## config.mk

```make
export PLATFORM = sky130hd
export DESIGN_NAME = cbadpcm_lane
export DESIGN_NICKNAME = d
export VERILOG_FILES = /design/src/sv/cbadpcm_pkg.sv /design/src/sv/cbadpcm_lane.sv
export SDC_FILE = /design/constraint.sdc
export NUM_CORES = 2
export LEC_CHECK = 0
export BUFFER_PORTS_ARGS = -buffer_cell sky130_fd_sc_hd__buf_2
export CAP_MARGIN = 15
export CORE_ASPECT_RATIO = 1.5
export CORE_MARGIN = 2
export CORE_UTILIZATION = 35
export DETAILED_ROUTE_END_ITERATION = 16
export GPL_TIMING_DRIVEN = 0
export HOLD_SLACK_MARGIN = 0.06
export MAX_ROUTING_LAYER = met4
export SYNTH_ARGS = -nofsm -noshare
export SYNTH_HDL_FRONTEND = slang
export SYNTH_SLANG_ARGS = --single-unit
```

## constraint.sdc

```tcl
create_clock -name clock -period 21.9 [get_ports clock]
set_clock_uncertainty 0.1 [all_clocks]
set_input_delay 4.38 -clock clock [delete_from_list [all_inputs] [get_ports clock]]
set_output_delay 4.38 -clock clock [all_outputs]
set_load 0.03 [all_outputs]
```

## src/sv/cbadpcm_pkg.sv

```systemverilog
// ----------------------------------------------------------------------------
// Codebook ADPCM decoder package
// Shared widths, codes, types and helper functions of the decoder.
// ----------------------------------------------------------------------------
package cbadpcm_pkg;

   // Store geometry: one page of 16 coefficients per predictor
   localparam int NUM_PREDICTORS = 16;
   localparam int NUM_LANES      = 8;
   localparam int NUM_BANKS      = 2 * NUM_LANES;
   localparam int PAGE_AW        = (NUM_PREDICTORS > 1) ? $clog2(NUM_PREDICTORS) : 1;

   // Datapath widths
   localparam int SAMPLE_W = 16;
   localparam int PROD_W   = 2 * SAMPLE_W;
   localparam int ACC_W    = 36;
   localparam int REQ_W    = 72;
   localparam int RSP_W    = NUM_LANES * SAMPLE_W;

   // Multiply-accumulate schedule: two products per lane and step
   localparam int NUM_TERMS = NUM_LANES + 1;
   localparam int MAC_STEPS = (NUM_TERMS + 1) / 2;
   localparam int STEP_W    = $clog2(MAC_STEPS);
   localparam int TERM_W    = STEP_W + 1;

   // Arithmetic constants
   localparam logic [3:0] MAX_SHIFT  = 4'd12;
   localparam int         FRAC_SHIFT = 11;

   // Item kinds
   localparam logic FUNC_DECODE = 1'b0;
   localparam logic FUNC_LOAD   = 1'b1;

   typedef logic signed [SAMPLE_W-1:0] sample_type;

   localparam sample_type SAT_MAX = 16'sh7fff;
   localparam sample_type SAT_MIN = 16'sh8000;

   typedef sample_type [NUM_BANKS-1:0] coef_vec_type;
   typedef sample_type [NUM_LANES-1:0] sample_vec_type;

   // Per-lane control from the sequencer
   typedef struct packed {
      logic start;
      logic mul_en;
   } lane_ctrl_type;

   // One multiplier operand pair
   typedef struct packed {
      sample_type a;
      sample_type b;
   } term_type;

   // Two operand pairs for one lane step
   typedef struct packed {
      term_type t0;
      term_type t1;
   } lane_ops_type;

   // Expand one 4-bit code: sign-extend, then shift by the clamped scale
   function automatic sample_type scale_code(input logic [3:0] nib, input logic [3:0] scale);
      logic [3:0] sh;
      sample_type n;
      sh = (scale < MAX_SHIFT) ? scale : MAX_SHIFT;
      n  = $signed({{(SAMPLE_W-4){nib[3]}}, nib});
      return n <<< sh;
   endfunction

   // Operand pair of one term of one lane's prediction sum:
   // older history, newer history, then the causal code terms
   function automatic term_type pick_term(input int lane, input logic [TERM_W-1:0] term,
                                          input coef_vec_type coef, input sample_vec_type x,
                                          input sample_type older, input sample_type newer);
      term_type r;
      int       i;
      r.a = '0;
      r.b = '0;
      i   = int'(term) - 2;
      if (term == TERM_W'(0)) begin
         r.a = coef[lane];
         r.b = older;
      end else if (term == TERM_W'(1)) begin
         r.a = coef[NUM_LANES + lane];
         r.b = newer;
      end else if (i < lane) begin
         r.a = coef[NUM_LANES + lane - 1 - i];
         r.b = x[i];
      end
      return r;
   endfunction

endpackage

```

## src/sv/cbadpcm_lane.sv

```systemverilog
// ----------------------------------------------------------------------------
// Sample lane
// Two-multiplier accumulate unit for one sample position, with the final
// shift by 11 and saturation to 16 bits.
// ----------------------------------------------------------------------------
module cbadpcm_lane (
   input  logic                         clock,
   input  logic                         reset,
   input  cbadpcm_pkg::lane_ctrl_type   ctrl,
   input  cbadpcm_pkg::sample_type      code,
   input  cbadpcm_pkg::lane_ops_type    ops,
   output cbadpcm_pkg::sample_type      sample
);
   import cbadpcm_pkg::*;

   localparam logic signed [ACC_W-1:0] LIM_HI = ACC_W'(SAT_MAX);
   localparam logic signed [ACC_W-1:0] LIM_LO = ACC_W'(SAT_MIN);

   logic signed [PROD_W-1:0] prod0_ff, prod1_ff;
   logic signed [PROD_W-1:0] prod0_in, prod1_in;
   logic                     prod_vld_ff;
   logic signed [ACC_W-1:0]  acc_ff, acc_in;
   logic signed [ACC_W-1:0]  shifted;

   // Multiply both operand pairs
   assign prod0_in = ops.t0.a * ops.t0.b;
   assign prod1_in = ops.t1.a * ops.t1.b;

   always_ff @(posedge clock) begin
      if (reset) begin
         prod_vld_ff <= 1'b0;
      end else begin
         prod_vld_ff <= ctrl.mul_en;
      end
   end

   always_ff @(posedge clock) begin
      if (ctrl.mul_en) begin
         prod0_ff <= prod0_in;
         prod1_ff <= prod1_in;
      end
      acc_ff <= acc_in;
   end

   // Seed with code*2048, then add the registered products
   always_comb begin
      acc_in = acc_ff;
      if (ctrl.start) begin
         acc_in = ACC_W'(code) <<< FRAC_SHIFT;
      end else if (prod_vld_ff) begin
         acc_in = acc_ff + ACC_W'(prod0_ff) + ACC_W'(prod1_ff);
      end
   end

   // Scale down and clamp
   assign shifted = acc_ff >>> FRAC_SHIFT;

   always_comb begin
      if (shifted > LIM_HI) begin
         sample = SAT_MAX;
      end else if (shifted < LIM_LO) begin
         sample = SAT_MIN;
      end else begin
         sample = shifted[SAMPLE_W-1:0];
      end
   end

endmodule

```

# Word level (Yosys, flattened, before mapping)
# Cells that the tools add are included.
# Widths: inputs -> output; s select.
[word_totals]
regBits = 101
out_inout_bits = 16
wordCells = 16
[op_classes]
n_addsub = 2
n_mul = 2
magnitude_cmp = 2
muxes = 4
reduce_logical = 1
[ops]
columns = ["op", "count"]
rows = [
  ["$add 36x32->36", 2],
  ["$mux 36", 2],
  ["$mul 16x16->32", 2],
  ["$mux 16", 2],
  ["$gt 25x16->1 const B", 1],
  ["$lt 25x16->1 const B", 1],
  ["$reduce_bool 2->1", 1],
]

# Longest topological paths before layout
[logic_depth]
depth_word = 4
depth_mapped = 24
ltp_nobuf = 23

# Worst setup path after synthesis
# No wires, ideal clock.
[synth_timing]
path_type = "input-to-reg"
from = "input ops[63] (netlist bit)"
to = "register prod0_ff[30], data pin"
arrival_time_ns = 9.866
setup_slack_ns = 11.676
path_stages = 21
path_buffers = 1
cell_sequence = "clkbuf_1 > nand2_1 > inv_1 > fa_1 > fa_1 > fa_1 > fa_1 > fa_1 > inv_1 > fa_1 > inv_1 > ha_1 > a21o_1 > a21o_1 > a21o_1 > a21o_1 > a21oi_1 > a311oi_1 > a211o_1 > a21oi_2 > xnor2_1"
[synth_via]
elab_chain_cells = 1
[synth_lines]
columns = ["element", "line", "rtl"]
rows = [
  ["start, declared", "cbadpcm_lane.sv:11", "input cbadpcm_pkg::lane_ops_type ops,"],
  ["$mul 16x16->32", "cbadpcm_lane.sv:26", "assign prod0_in = ops.t0.a * ops.t0.b;"],
  ["named net prod0_in[30]", "cbadpcm_lane.sv:20", "logic signed [PROD_W-1:0] prod0_in, prod1_in;"],
  ["end signal, assigned", "cbadpcm_lane.sv:39", "prod0_ff <= prod0_in;"],
  ["end, declared", "cbadpcm_lane.sv:19", "logic signed [PROD_W-1:0] prod0_ff, prod1_ff;"],
]
# The timed path passes the listed nets, and every way through them passes these cells.
# A chain may end at the register's enable or synchronous reset.

# Worst setup path after layout
[layout_timing]
from = "input ops[2] (netlist bit)"
to = "register prod1_ff[31], data pin"
[layout_via]
elab_chain_cells = 1
[layout_lines]
columns = ["element", "line", "rtl"]
rows = [
  ["$mul 16x16->32", "cbadpcm_lane.sv:27", "assign prod1_in = ops.t1.a * ops.t1.b;"],
  ["named net prod1_in[31]", "cbadpcm_lane.sv:20", ""],
  ["end signal, assigned", "cbadpcm_lane.sv:40", "prod1_ff <= prod1_in;"],
  ["end, declared", "cbadpcm_lane.sv:19", ""],
]
# The timed path passes the listed nets, and every way through them passes these cells.

==> results.py <==
metrics = {
    "place": {
        "place.port_buffers": 99,
        "gp_congestion": 0.9142,
        "dp_hpwl_um": 55520,
    },
    "routing": {
        "first_pass_iters": 5,
        "via_per_inst": 4.971,
        "initialDrtViolationCount": 856,
        "num_vias": 18050,
        "wl_um": 64910,
        "ant_nets": 0,
        "drt-wirelength-per-cell_um": 17.88,
        "drc_errors": 0,
    },
    "job": {
        "cap_violations": 0,
    },
    "finish": {
        "num-fill-cells": 7248,
        "multi_input_area_um2": 19920,
        "drive_above_1_share_pct": 4.974,
        "layout-area-overhead-vs-synth_pct": 7.707,
        "nets": 3552,
        "regArea_um2": 2913,
    },
    "sta": {
        "slew_headroom_pct": 41.28,
        "min_period_over_period_pct": 50.33,
        "worst_pin_slew_ps": 880.8,
        "finalCriticalPeriod_ps": 11020,
        "setup_viol": 0,
        "slew_viol_final": 0,
        "rsz0062_at_grt": "no",
        "finalSetupTns_ps": 0,
        "finalHoldViolCount": 0,
        "fmax_mhz": 90.73,
    },
    "clocking": {
        "clk_pin_slew_ps": 70,
        "cts_setup_buffers": 0,
        "htree_num_levels": 3,
        "clk_latency_ps": 360,
        "holdBufCountCts": 0,
        "clockBufferDepth": 2,
        "clockRootBuffer": "clkbuf_16",
        "cts-buffers-inserted": 9,
        "cts_resized": 0,
        "cts.sinks": 101,
        "cts_tree": "built",
    },
    "worst_setup_path": {
        "crit_type": "input pin to flop",
        "path_max_fanout": 10,
        "cp.arrival_ps": 11010,
        "cp-start-kind": "input pin",
        "crit_path_end_kind": "flop",
        "critPathRequiredTime_ps": 21890,
    },
    "global_route": {
        "grt_start_max_net_pins": 66,
        "first_global_vias": 19790,
        "grt_antenna_before_repair": 2,
        "overflow": 0,
        "grt_usage_pct": 18.80,
        "grt_pass1_wl_um": 104700,
    },
    "synth": {
        "ys_types": 63,
        "synth.area.top_cells": "fa_1 (44%), edfxtp_1 (11%), ha_1 (9.8%)",
        "synth_common_cells": "inv_1 (582), fa_1 (560), nand2_1 (291), and2_1 (245), ha_1 (199)",
        "synth.area.mux_share_pct": 0.3164,
        "synth_edf_count": 89,
        "synthSimpleGateAreaFrac_pct": 14.03,
        "synth_compound_gate_area_share_pct": 6.996,
        "synth.top_cell.area_share_pct": 44.30,
        "synth_seq_cells": 101,
        "syn-instance-count": 2598,
        "ys_async_sr_fraction_pct": 0,
        "synth_xor_area_share_pct": 3.218,
        "synth_warnings": 0,
        "synth_fa_ha_area_share_pct": 54.14,
        "synth_ff_type": "edfxtp_1",
        "postSynthAreaPerCell_um2": 9.741,
        "synth_top_family_by_area": "adder cells",
        "yosysMostFrequentCell": "inv_1",
        "yosys.area.top_type": "fa_1",
        "synth_area_um2": 25310,
        "syn_nets": 3441,
        "synth-seq-area-share_pct": 11.51,
    },
    "floorplan": {
        "io_pins": 100,
        "initial_core_util_pct": 35.41,
        "die_y_um": 333.3,
        "dieArea_um2": 74520,
        "core_um2": 71470,
        "rows": 120,
        "dieWidth_um": 223.6,
    },
    "min_path": {
        "hold_path_class": "flop to flop",
    },
    "run_status": {
        "outcome": "complete, no violations",
    },
}
-- registers in the layout, indices dropped and copies added (netlist names) --
name and count:
acc_ff 36, prod_vld_ff 1, prod0_ff 32, prod1_ff 32
-- through the flow --
step	hold WS (ps)	setup WS (ps)	cell area (µm²)	utilization [%]	instances
global route	422.8	10440	27260	38.14	3630
detailed placement	376.8	10480	26950	37.71	3612
global placement	365.0	10470	26950	37.71	3612
CTS	383.7	10860	27250	38.13	3628
finish	383.4	10880	27260	38.14	3630
floorplan	356.3	11680	25310	-	2598
-- critical path, stage by stage --
cell,delay [ps]
buf_2,220
clkbuf_1,520
nand2_1,200
inv_1,120
fa_1,560
fa_1,910
fa_1,540
fa_1,500
fa_1,500
inv_1,50
fa_1,470
inv_1,40
ha_1,260
clkbuf_1,190
a21oi_1,150
o21ai_0,140
or3_1,320
o21ai_1,350
o21ai_1,200
o21ai_0,250
xnor2_1,140
-- cell type report --
class,instances,area share (%)
Timing Repair Buffer,100,1.845
Antenna cell,1,0.009180
Sequential cell,101,10.69
Inverter,582,8.014
Multi-Input combinational cell,1837,73.07
Tap cell,915,4.200
Clock inverter,5,0.2479
Buffer,78,1.079
Clock buffer,11,0.8538
-- path summary, 6_finish.rpt --
| path | startpoint | cells after the start | slack, ps | endpoint |
|---|---|---|---|---|
| setup / recovery | ops[2] | 21 | 10880 | prod1_ff[31]$_DFFE_PP_ |
| hold / removal | acc_ff[0]$_SDFFE_PP0P_ | 2 | 380 | acc_ff[0]$_SDFFE_PP0P_ |
| setup reg to reg | prod0_ff[1]$_DFFE_PP_ | 13 | 17710 | acc_ff[23]$_DFFE_PP_ |
| hold reg to reg | acc_ff[0]$_SDFFE_PP0P_ | 2 | 380 | acc_ff[0]$_SDFFE_PP0P_ |
-- per-layer routing --
metal | track usage, % | vias to the layer above | part of all wire, %
met2 | 34.37 | 427 | 54
li1 | - | 8134 | -
met1 | 21.32 | 9334 | 38
met4 | 6.879 | 0 | 4.4
met5 | - | - | 0
met3 | 1.639 | 150 | 4.0
-- placed cells by master, fill, tap and decap left out, drive strengths merged, types with 13 or more instances in the layout --
cell	Yosys	layout
and2	245	245
clkbuf	74	85
nand2	291	291
edfxtp	89	89
xor2	28	28
fa	560	560
o21a	13	13
nand3	20	20
a21oi	61	61
xnor2	65	65
a21o	52	52
inv	582	585
nor2	74	74
nand2b	16	16
o21ai	50	50
nor3	23	23
ha	199	199
buf	4	104
-- cell families after synthesis --
kind of cell    Yosys count
compound gates          258
flops                   101
fa+ha+maj               759
xor+xnor                 93
mux                       8
simple gates            719
buf+inv                 660
Power is left out: the tool's default activity adds up to more than one toggle a clock period on the data nets, which glitch-free logic cannot reach.
