`config.mk`:
```
export PLATFORM = sky130hd
export DESIGN_NAME = cbadpcm_merge
export DESIGN_NICKNAME = d
export VERILOG_FILES = /design/src/sv/cbadpcm_pkg.sv /design/src/sv/cbadpcm_merge.sv
export SDC_FILE = /design/constraint.sdc
export NUM_CORES = 1
export LEC_CHECK = 0
export BUFFER_PORTS_ARGS = -buffer_cell sky130_fd_sc_hd__buf_2
export CORE_AREA = 2 2 115 117
export DETAILED_ROUTE_END_ITERATION = 16
export DIE_AREA = 0 0 117 119
export PLACE_DENSITY = 0.74
export SLEW_MARGIN = 10
export SYNTH_ARGS = -nofsm -noshare
export SYNTH_HDL_FRONTEND = slang
export SYNTH_SLANG_ARGS = --single-unit
```
`constraint.sdc`:
```
create_clock -name clock -period 1.5 [get_ports clock]
set_clock_uncertainty 0.1 [all_clocks]
set_input_delay 0.225 -clock clock [delete_from_list [all_inputs] [get_ports clock]]
set_output_delay 0.225 -clock clock [all_outputs]
set_load 0.005 [all_outputs]
```
`src/sv/cbadpcm_pkg.sv`:
```
// ----------------------------------------------------------------------------
// Codebook ADPCM decoder package
// Shared widths, codes, types and helper functions of the decoder.
// ----------------------------------------------------------------------------
package cbadpcm_pkg;

   // Store geometry: one page of 16 coefficients per predictor
   localparam int NUM_PREDICTORS = 16;
   localparam int NUM_LANES      = 8;
   localparam int NUM_BANKS      = 2 * NUM_LANES;
   localparam int PAGE_AW        = (NUM_PREDICTORS > 1) ? $clog2(NUM_PREDICTORS) : 1;

   // Datapath widths
   localparam int SAMPLE_W = 16;
   localparam int PROD_W   = 2 * SAMPLE_W;
   localparam int ACC_W    = 36;
   localparam int REQ_W    = 72;
   localparam int RSP_W    = NUM_LANES * SAMPLE_W;

   // Multiply-accumulate schedule: two products per lane and step
   localparam int NUM_TERMS = NUM_LANES + 1;
   localparam int MAC_STEPS = (NUM_TERMS + 1) / 2;
   localparam int STEP_W    = $clog2(MAC_STEPS);
   localparam int TERM_W    = STEP_W + 1;

   // Arithmetic constants
   localparam logic [3:0] MAX_SHIFT  = 4'd12;
   localparam int         FRAC_SHIFT = 11;

   // Item kinds
   localparam logic FUNC_DECODE = 1'b0;
   localparam logic FUNC_LOAD   = 1'b1;

   typedef logic signed [SAMPLE_W-1:0] sample_type;

   localparam sample_type SAT_MAX = 16'sh7fff;
   localparam sample_type SAT_MIN = 16'sh8000;

   typedef sample_type [NUM_BANKS-1:0] coef_vec_type;
   typedef sample_type [NUM_LANES-1:0] sample_vec_type;

   // Per-lane control from the sequencer
   typedef struct packed {
      logic start;
      logic mul_en;
   } lane_ctrl_type;

   // One multiplier operand pair
   typedef struct packed {
      sample_type a;
      sample_type b;
   } term_type;

   // Two operand pairs for one lane step
   typedef struct packed {
      term_type t0;
      term_type t1;
   } lane_ops_type;

   // Expand one 4-bit code: sign-extend, then shift by the clamped scale
   function automatic sample_type scale_code(input logic [3:0] nib, input logic [3:0] scale);
      logic [3:0] sh;
      sample_type n;
      sh = (scale < MAX_SHIFT) ? scale : MAX_SHIFT;
      n  = $signed({{(SAMPLE_W-4){nib[3]}}, nib});
      return n <<< sh;
   endfunction

   // Operand pair of one term of one lane's prediction sum:
   // older history, newer history, then the causal code terms
   function automatic term_type pick_term(input int lane, input logic [TERM_W-1:0] term,
                                          input coef_vec_type coef, input sample_vec_type x,
                                          input sample_type older, input sample_type newer);
      term_type r;
      int       i;
      r.a = '0;
      r.b = '0;
      i   = int'(term) - 2;
      if (term == TERM_W'(0)) begin
         r.a = coef[lane];
         r.b = older;
      end else if (term == TERM_W'(1)) begin
         r.a = coef[NUM_LANES + lane];
         r.b = newer;
      end else if (i < lane) begin
         r.a = coef[NUM_LANES + lane - 1 - i];
         r.b = x[i];
      end
      return r;
   endfunction

endpackage

```
`src/sv/cbadpcm_merge.sv`:
```
// ----------------------------------------------------------------------------
// Result merge
// Collects the lane samples into the output word, holds it until taken and
// keeps the last two samples as prediction history.
// ----------------------------------------------------------------------------
module cbadpcm_merge (
   input  logic                            clock,
   input  logic                            reset,
   input  logic                            load,
   input  cbadpcm_pkg::sample_vec_type     samples,
   input  logic                            rsp_tready,
   output logic                            rsp_tvalid,
   output logic [cbadpcm_pkg::RSP_W-1:0]   rsp_tdata,
   output cbadpcm_pkg::sample_type         hist_older,
   output cbadpcm_pkg::sample_type         hist_newer,
   output logic                            out_free
);
   import cbadpcm_pkg::*;

   logic             rsp_vld_ff;
   logic [RSP_W-1:0] rsp_data_ff;
   sample_type       older_ff, newer_ff;

   assign out_free = !rsp_vld_ff || rsp_tready;

   // Hold the word until the sink takes it
   always_ff @(posedge clock) begin
      if (reset) begin
         rsp_vld_ff <= 1'b0;
      end else if (load) begin
         rsp_vld_ff <= 1'b1;
      end else if (rsp_tready) begin
         rsp_vld_ff <= 1'b0;
      end
   end

   always_ff @(posedge clock) begin
      if (load) begin
         rsp_data_ff <= samples;
      end
   end

   // Advance history with the last two samples
   always_ff @(posedge clock) begin
      if (reset) begin
         older_ff <= '0;
         newer_ff <= '0;
      end else if (load) begin
         older_ff <= samples[NUM_LANES-2];
         newer_ff <= samples[NUM_LANES-1];
      end
   end

   assign rsp_tvalid = rsp_vld_ff;
   assign rsp_tdata  = rsp_data_ff;
   assign hist_older = older_ff;
   assign hist_newer = newer_ff;

endmodule
```
## Word level (Yosys, flattened, before mapping)

Index checks and enable logic that the tools add are counted.

| operators by class | value |
|---|---|
| bitwise gates (word level) | 0 |
| $lt $le $gt $ge | 0 |
| reductions and logical operators | 3 |
| div/mod/pow operators | 0 |
| muxes and demuxes | 2 |
| add/sub/neg operators | 0 |
| $mul | 0 |
| shifts and indexed selects | 0 |
| equality and inequality tests | 0 |

Operator list:

| operator | number |
|---|---|
| $mux W1 | 2 |
| $reduce_bool A2 Y1 | 1 |
| $logic_not A1 Y1 | 1 |
| $logic_or A1 B1 Y1 | 1 |

| word-level totals | value |
|---|---|
| logic and storage cells | 9 |
| latch bits | 0 |
| bits in read-only memories | 0 |
| memories | 0 |
| bits in writable memories | 0 |
| register bits | 161 |

## Longest topological paths before layout

Gate-level depths: netlist of the first run.

| logic depth | value |
|---|---|
| depth after elaboration | 2 |
| depth in mapped cells | 4 |
| gate-level depth less buffers | 2 |

## Worst setup path after synthesis of the first run

OpenSTA, ideal clock, no wires.

| timing path | value |
|---|---|
| kind | input to register |
| start point | input load |
| end point | register newer_ff[10], in the netlist hist_newer[10] |
| slack | 573 ps |
| arrival time | 699 ps |
| library setup time | 128 ps |
| required time | 1272 ps |
| cell stages on the path | 4 |
| cells stage by stage | buf_6 -> buf_12 -> mux2i_1 -> nor2_1 |

RTL lines:

| element | RTL line | text |
|---|---|---|
| start: declaration | cbadpcm_merge.sv:9 | `input logic load,` |
| end signal: assignment | cbadpcm_merge.sv:50 | `newer_ff <= samples[NUM_LANES-1];` |
| end: declaration | cbadpcm_merge.sv:22 | `sample_type older_ff, newer_ff;` |

## Worst setup path after layout of the first run

| timing path | value |
|---|---|
| start point | input rsp_tready |
| end point | output out_free |

| between the ends | value |
|---|---|
| longest elaborated chain between the ends | 1 |

Ends and longest elaborated chain:

| element | RTL line | text |
|---|---|---|
| start: declaration | cbadpcm_merge.sv:11 | `input logic rsp_tready,` |
| $logic_or A1 B1 Y1 | cbadpcm_merge.sv:24 | `assign out_free = !rsp_vld_ff \|\| rsp_tready;` |
| end: declaration | cbadpcm_merge.sv:16 | `output logic out_free` |

Every way passes these cells.

==> results of run 1 <==
-- routing by layer --
layer / GRT usage (%) / share of wire [%] / vias to the layer above
met5: 0 / 0 / -
met4: 10.2 / 3.1 / 0
met3: 8.40 / 8.9 / 40
met2: 35.0 / 53 / 208
met1: 19.3 / 35 / 1797
li1: - / - / 1772
-- how the worst max path moves through the flow --
| stage | slack, ns | startpoint | cells after the start | endpoint |
|---|---|---|---|---|
| 5_1_grt | 0.0006 | rsp_tready | 4 | out_free |
| 4_1_cts | 0.04 | rsp_tready | 4 | out_free |
| 2_1_floorplan | 0.57 | load | 4 | hist_newer[10] |
| 6_report | 0.04 | rsp_tready | 4 | out_free |
| 3_5_place_dp | 0.24 | load | 4 | hist_newer[10] |
| 3_3_place_gp | 0.27 | load | 4 | hist_older[3] |
-- critical path: stages --
cell and delay (ns):
dlygate4sd3_1 0.53, buf_2 0.12, nand2b_1 0.14, buf_2 0.13
-- per-stage QoR --
stage	setup slack, ns	hold slack [ns]
after global placement	0.266	0.303
after detailed placement	0.243	0.303
after floorplan	0.573	0.224
after CTS	0.0428	0.0764
after global routing	0.000571	0.0775
final	0.0383	0.0815
-- kinds of logic after synthesis --
group / Yosys count / synth area share [%]
DFF: 161 / 89.2
AOI/OAI and AO/OA: 1 / 0.0990
and+or+nand+nor: 33 / 2.50
muxes: 32 / 6.34
buffers and inverters: 9 / 1.83
-- power groups by stage --
stage          registers (µW)  clock network (µW)  logic (µW)
5_1_grt                  5310                4550        1170
2_1_floorplan            5420                   0         123
3_3_place_gp             5360                   0         776
6_report                 5280                4280        1070
3_5_place_dp             5370                   0         798
4_1_cts                  5280                4370        1060
-- area by class of cell --
class                   instances  area share [%]
clock buffers                  17            4.91
repair buffers                434            33.4
well taps                     176            2.54
flip-flops and latches        161            52.0
inverters                       1          0.0433
clock inverters                15            1.92
multi-input cells              66            5.21
-- cells in the mapped netlist --
master / n / area, µm²
buf_6: 1 / 11.3
nor2_1: 32 / 120
a21oi_1: 1 / 5.00
buf_2: 2 / 10.0
dfxtp_1: 33 / 661
mux2i_1: 32 / 320
buf_12: 3 / 60.1
nand2b_1: 1 / 6.26
inv_1: 1 / 3.75
clkbuf_1: 2 / 7.51
edfxtp_1: 128 / 3840
-- registers in the layout, indices dropped and copies added, names as in the netlist --
name        count
hist_newer     16
rsp_tdata     128
rsp_tvalid      1
hist_older     16
==> metrics, run 1 <==
WHS Path Cells=1; RSZ-0062 raised after global routing=false; R2R Path Start=hist_older[5]; largest net degree at the start of global routing=46; fmax=684 MHz; static leakage=0.00387 µW; final hold viol count=0; Die ar.=approximately 14,000 µm²; Final Core Density=67.3%; share of layout cells above drive strength 1=48.3%; Syn Area/Cell=21.4 µm²; vias per std cell=4.39; CP arrival=1.14 ns; CP startpoint kind=input pin; WL final=13.7 mm; io pins=just under 300; chip width=roughly 120 µm; dpl cells=roughly 700; Internal Power=approximately 8400 µW; Slew headroom=76.1%; Syn Nets=368; synthesized area=5050 µm²; First DRT Iteration DRCs=170; warnings from Yosys=0; gr usage total=19.8%; H-Tree Depth=4; TritonCTS clock tree=built; Power Dens Cells=between 1000 and 1500 nW/µm²; Synth cell types=11; Post-CTS Hold Buffers=129; num rows=42; Hold Crit Endpoint=rsp_tdata[22]; Slew Limit Fails=0; NumNets Final=813; most common cell after layout, fill and taps aside=buf_2; outcome=complete, no violations; Clk pin slew, worst setup/hold paths=0.06 ns; drc violations=0; sequential share of the synthesized area=approximately 89%; Clk Latency, worst-skew pair=0.42 ns; first-pass GRT wire length=between 20 and 25 mm; Reg2Reg Depth=2; min-delay src=load; First-pass DRT Iterations=4; Root Driver=clkbuf_16; # setup viols final=0; RePlAce Congestion=between 0.8 and 0.9; flop2flop setup slack=0.76 ns; post-route total power=10,600 µW; Worst R2R End=hist_older[5]; clock sinks=about 160; Vias=roughly 3,800; commonest cells after routing, fill and taps aside=292 x buf_2, 129 x dlygate4sd3_1, 128 x edfxtp_1, 33 x dfxtp_1; Cell Area, Placed=6780 µm²; clock share of power=roughly two fifths; Worst Path Required=1.17 ns; vias in the first global route=around 4,200; NetSw=2230 µW; Post-CTS Resized=0; sequential power share=49.6%; area growth from synthesis to layout=71.6%; Tcrit/Tclk final=between 90% and 100%; Worst Hold Class=in -> reg; Max clock buf depth=2; DR WL/cell=~16 µm; Multi-input gate area=452 µm²; total clock buffers created by CTS=17; total gr overflow=0; Worst VDD drop=0.822 mV; worst-path fanout max=2; Diodes inserted=0; antenna-violating nets left=0; #FFs+latches synth=around 160; max-cap violations=0; final instance area=8660 µm²; Crit. End Element=output pin; cell count after synthesis=236; TNS Setup=0 ns; PortBufs=293; filler cell count in the final layout=850; initial antenna violation count=0; HPWL after DPL=8.67 mm; CP Class=in -> out; fin cells=870; chip height=between 100 and 150 µm; Period minus WS final=between 1 and 1.5 ns; flip-flop and latch area=roughly 4500 µm²; core region area=12,900 µm²; Initial Utilization=between 30% and 40%; Switching Share=around a fifth; Post-CTS Setup Bufs=0; Tightest Pin Transition=0.358 ns; Gate power share=between 10% and 20%
Power figures use the tool's default switching activity.
==> inputs of run 2 (changes only) <==
- BUFFER_PORTS_ARGS: -buffer_cell sky130_fd_sc_hd__buf_2 -> default
- DONT_BUFFER_PORTS: default -> 1
- PLACE_DENSITY: 0.74 -> default
==> run 2 against run 1 <==
Net effect: the flow now stops in clock tree synthesis; synthesized cell count unchanged; area after synthesis unchanged.
==> metrics, run 2 <==
outcome=stopped before the end; Fail Step=clock tree synthesis; stop err=[ERROR RSZ-0060] Max buffer count reached.; chip width=117 µm (unchanged); Synth area leaders=edfxtp_1 76%, dfxtp_1 13%, mux2i_1 6.3%, nor2_1 2.4%, buf_12 1.2%; PortBufs=0 (-100%); Syn Area/Cell=21.4 µm² (unchanged); Initial Utilization=39.2% (unchanged); cell count after synthesis=236 (unchanged); clock sinks=161 (unchanged); total clock buffers created by CTS=17 (unchanged); RePlAce Congestion=0.687 (-15%); most frequent cell after synthesis=edfxtp_1; H-Tree Depth=4 (unchanged); io pins=294 (unchanged); Post-CTS Hold Buffers=101 (-22%); Post-CTS Resized=0 (unchanged); post-synth top area cell=edfxtp_1; warnings from Yosys=0 (unchanged); Max clock buf depth=2 (unchanged); sequential share of the synthesized area=89.2% (unchanged); Syn Nets=368 (unchanged); Root Driver=clkbuf_16; num rows=42 (unchanged); HPWL after DPL=7.21 mm (-17%); Synth cell types=11 (unchanged); synthesized area=5050 µm² (unchanged); #FFs+latches synth=161 (unchanged); chip height=119 µm (unchanged); number of synthesized flops with an enable pin=128 (unchanged); Post-CTS Setup Bufs=0 (unchanged); synth cell count leaders=128 x edfxtp_1, 33 x dfxtp_1, 32 x mux2i_1, 32 x nor2_1, 3 x buf_12; Post-synth ARST share=0% (unchanged); Main synth FF type=edfxtp_1; Synth top area share=76.1% (unchanged)
## run 2: logic make-up after synthesis
family,synth area share (%)
muxes,6.34
AOI/OAI and AO/OA,0.0990
and+or+nand+nor,2.50
buffers and inverters,1.83
DFF,89.2
## run 2: stage by stage
stage / utilization, % / worst slack, ns / instances / area, µm² / hold WS [ns]
after detailed placement: 40.2 / 0.746 / 404 / 5180 / 0.205
after floorplan: - / 0.573 / 236 / 5050 / 0.224
after global placement: 40.2 / 0.743 / 404 / 5180 / 0.201
==> inputs of run 3 (changes only) <==
- CORE_AREA: 2 2 115 117 -> default
- CORE_UTILIZATION: default -> 40
- DIE_AREA: 0 0 117 119 -> default
- PLACE_DENSITY_LB_ADDON: default -> 0.15
==> run 3 against run 2 <==
Net effect: the flow again stops in clock tree synthesis; synthesized cell count stayed put; area after synthesis stayed put.
==> metrics, run 3 <==
Syn Area/Cell=21.4 µm² (unchanged); clock sinks=161 (unchanged); Synth cell types=11 (unchanged); synth cell count leaders=128 x edfxtp_1, 33 x dfxtp_1, 32 x mux2i_1, 32 x nor2_1, 3 x buf_12; Max clock buf depth=2 (unchanged); chip height=114 µm (-3.9%); Main synth FF type=edfxtp_1; outcome=stopped before the end; total clock buffers created by CTS=17 (unchanged); Initial Utilization=41.5% (+2.3 points); Post-CTS Resized=0 (unchanged); Synth top area share=76.1% (unchanged); Post-CTS Hold Buffers=101 (unchanged); H-Tree Depth=4 (unchanged); Fail Step=clock tree synthesis; #FFs+latches synth=161 (unchanged); sequential share of the synthesized area=89.2% (unchanged); number of synthesized flops with an enable pin=128 (unchanged); PortBufs=0 (unchanged); most frequent cell after synthesis=edfxtp_1; dpl cells=396 (-2.0%); Synth area leaders=edfxtp_1 76%, dfxtp_1 13%, mux2i_1 6.3%, nor2_1 2.4%, buf_12 1.2%; Root Driver=clkbuf_16; Cell Area, Placed=5170 µm² (-0.19%); Syn Nets=368 (unchanged); Post-CTS Setup Bufs=0 (unchanged); io pins=294 (unchanged); warnings from Yosys=0 (unchanged); synthesized area=5050 µm² (unchanged); RePlAce Congestion=0.673 (-2.1%); chip width=114 µm (-2.3%); post-synth top area cell=edfxtp_1; num rows=40 (-4.8%); cell count after synthesis=236 (unchanged); stop err=[ERROR RSZ-0060] Max buffer count reached.; Post-synth ARST share=0% (unchanged)
==> run 3: cell counts after synthesis <==
Identical to the previous run, type by type.
==> run 3: metrics by stage <==
| step | worst slack (ns) | hold WS (ns) |
|---|---|---|
| detailed placement | 0.737 | 0.201 |
| global placement | 0.733 | 0.200 |
| floorplan | 0.573 | 0.224 |
==> run 3: kinds of logic after synthesis <==
family          after synthesis  share of synthesized area (%)
simple gates                 33                           2.50
flops                       161                           89.2
buf+inv                       9                           1.83
compound gates                1                         0.0990
mux                          32                           6.34
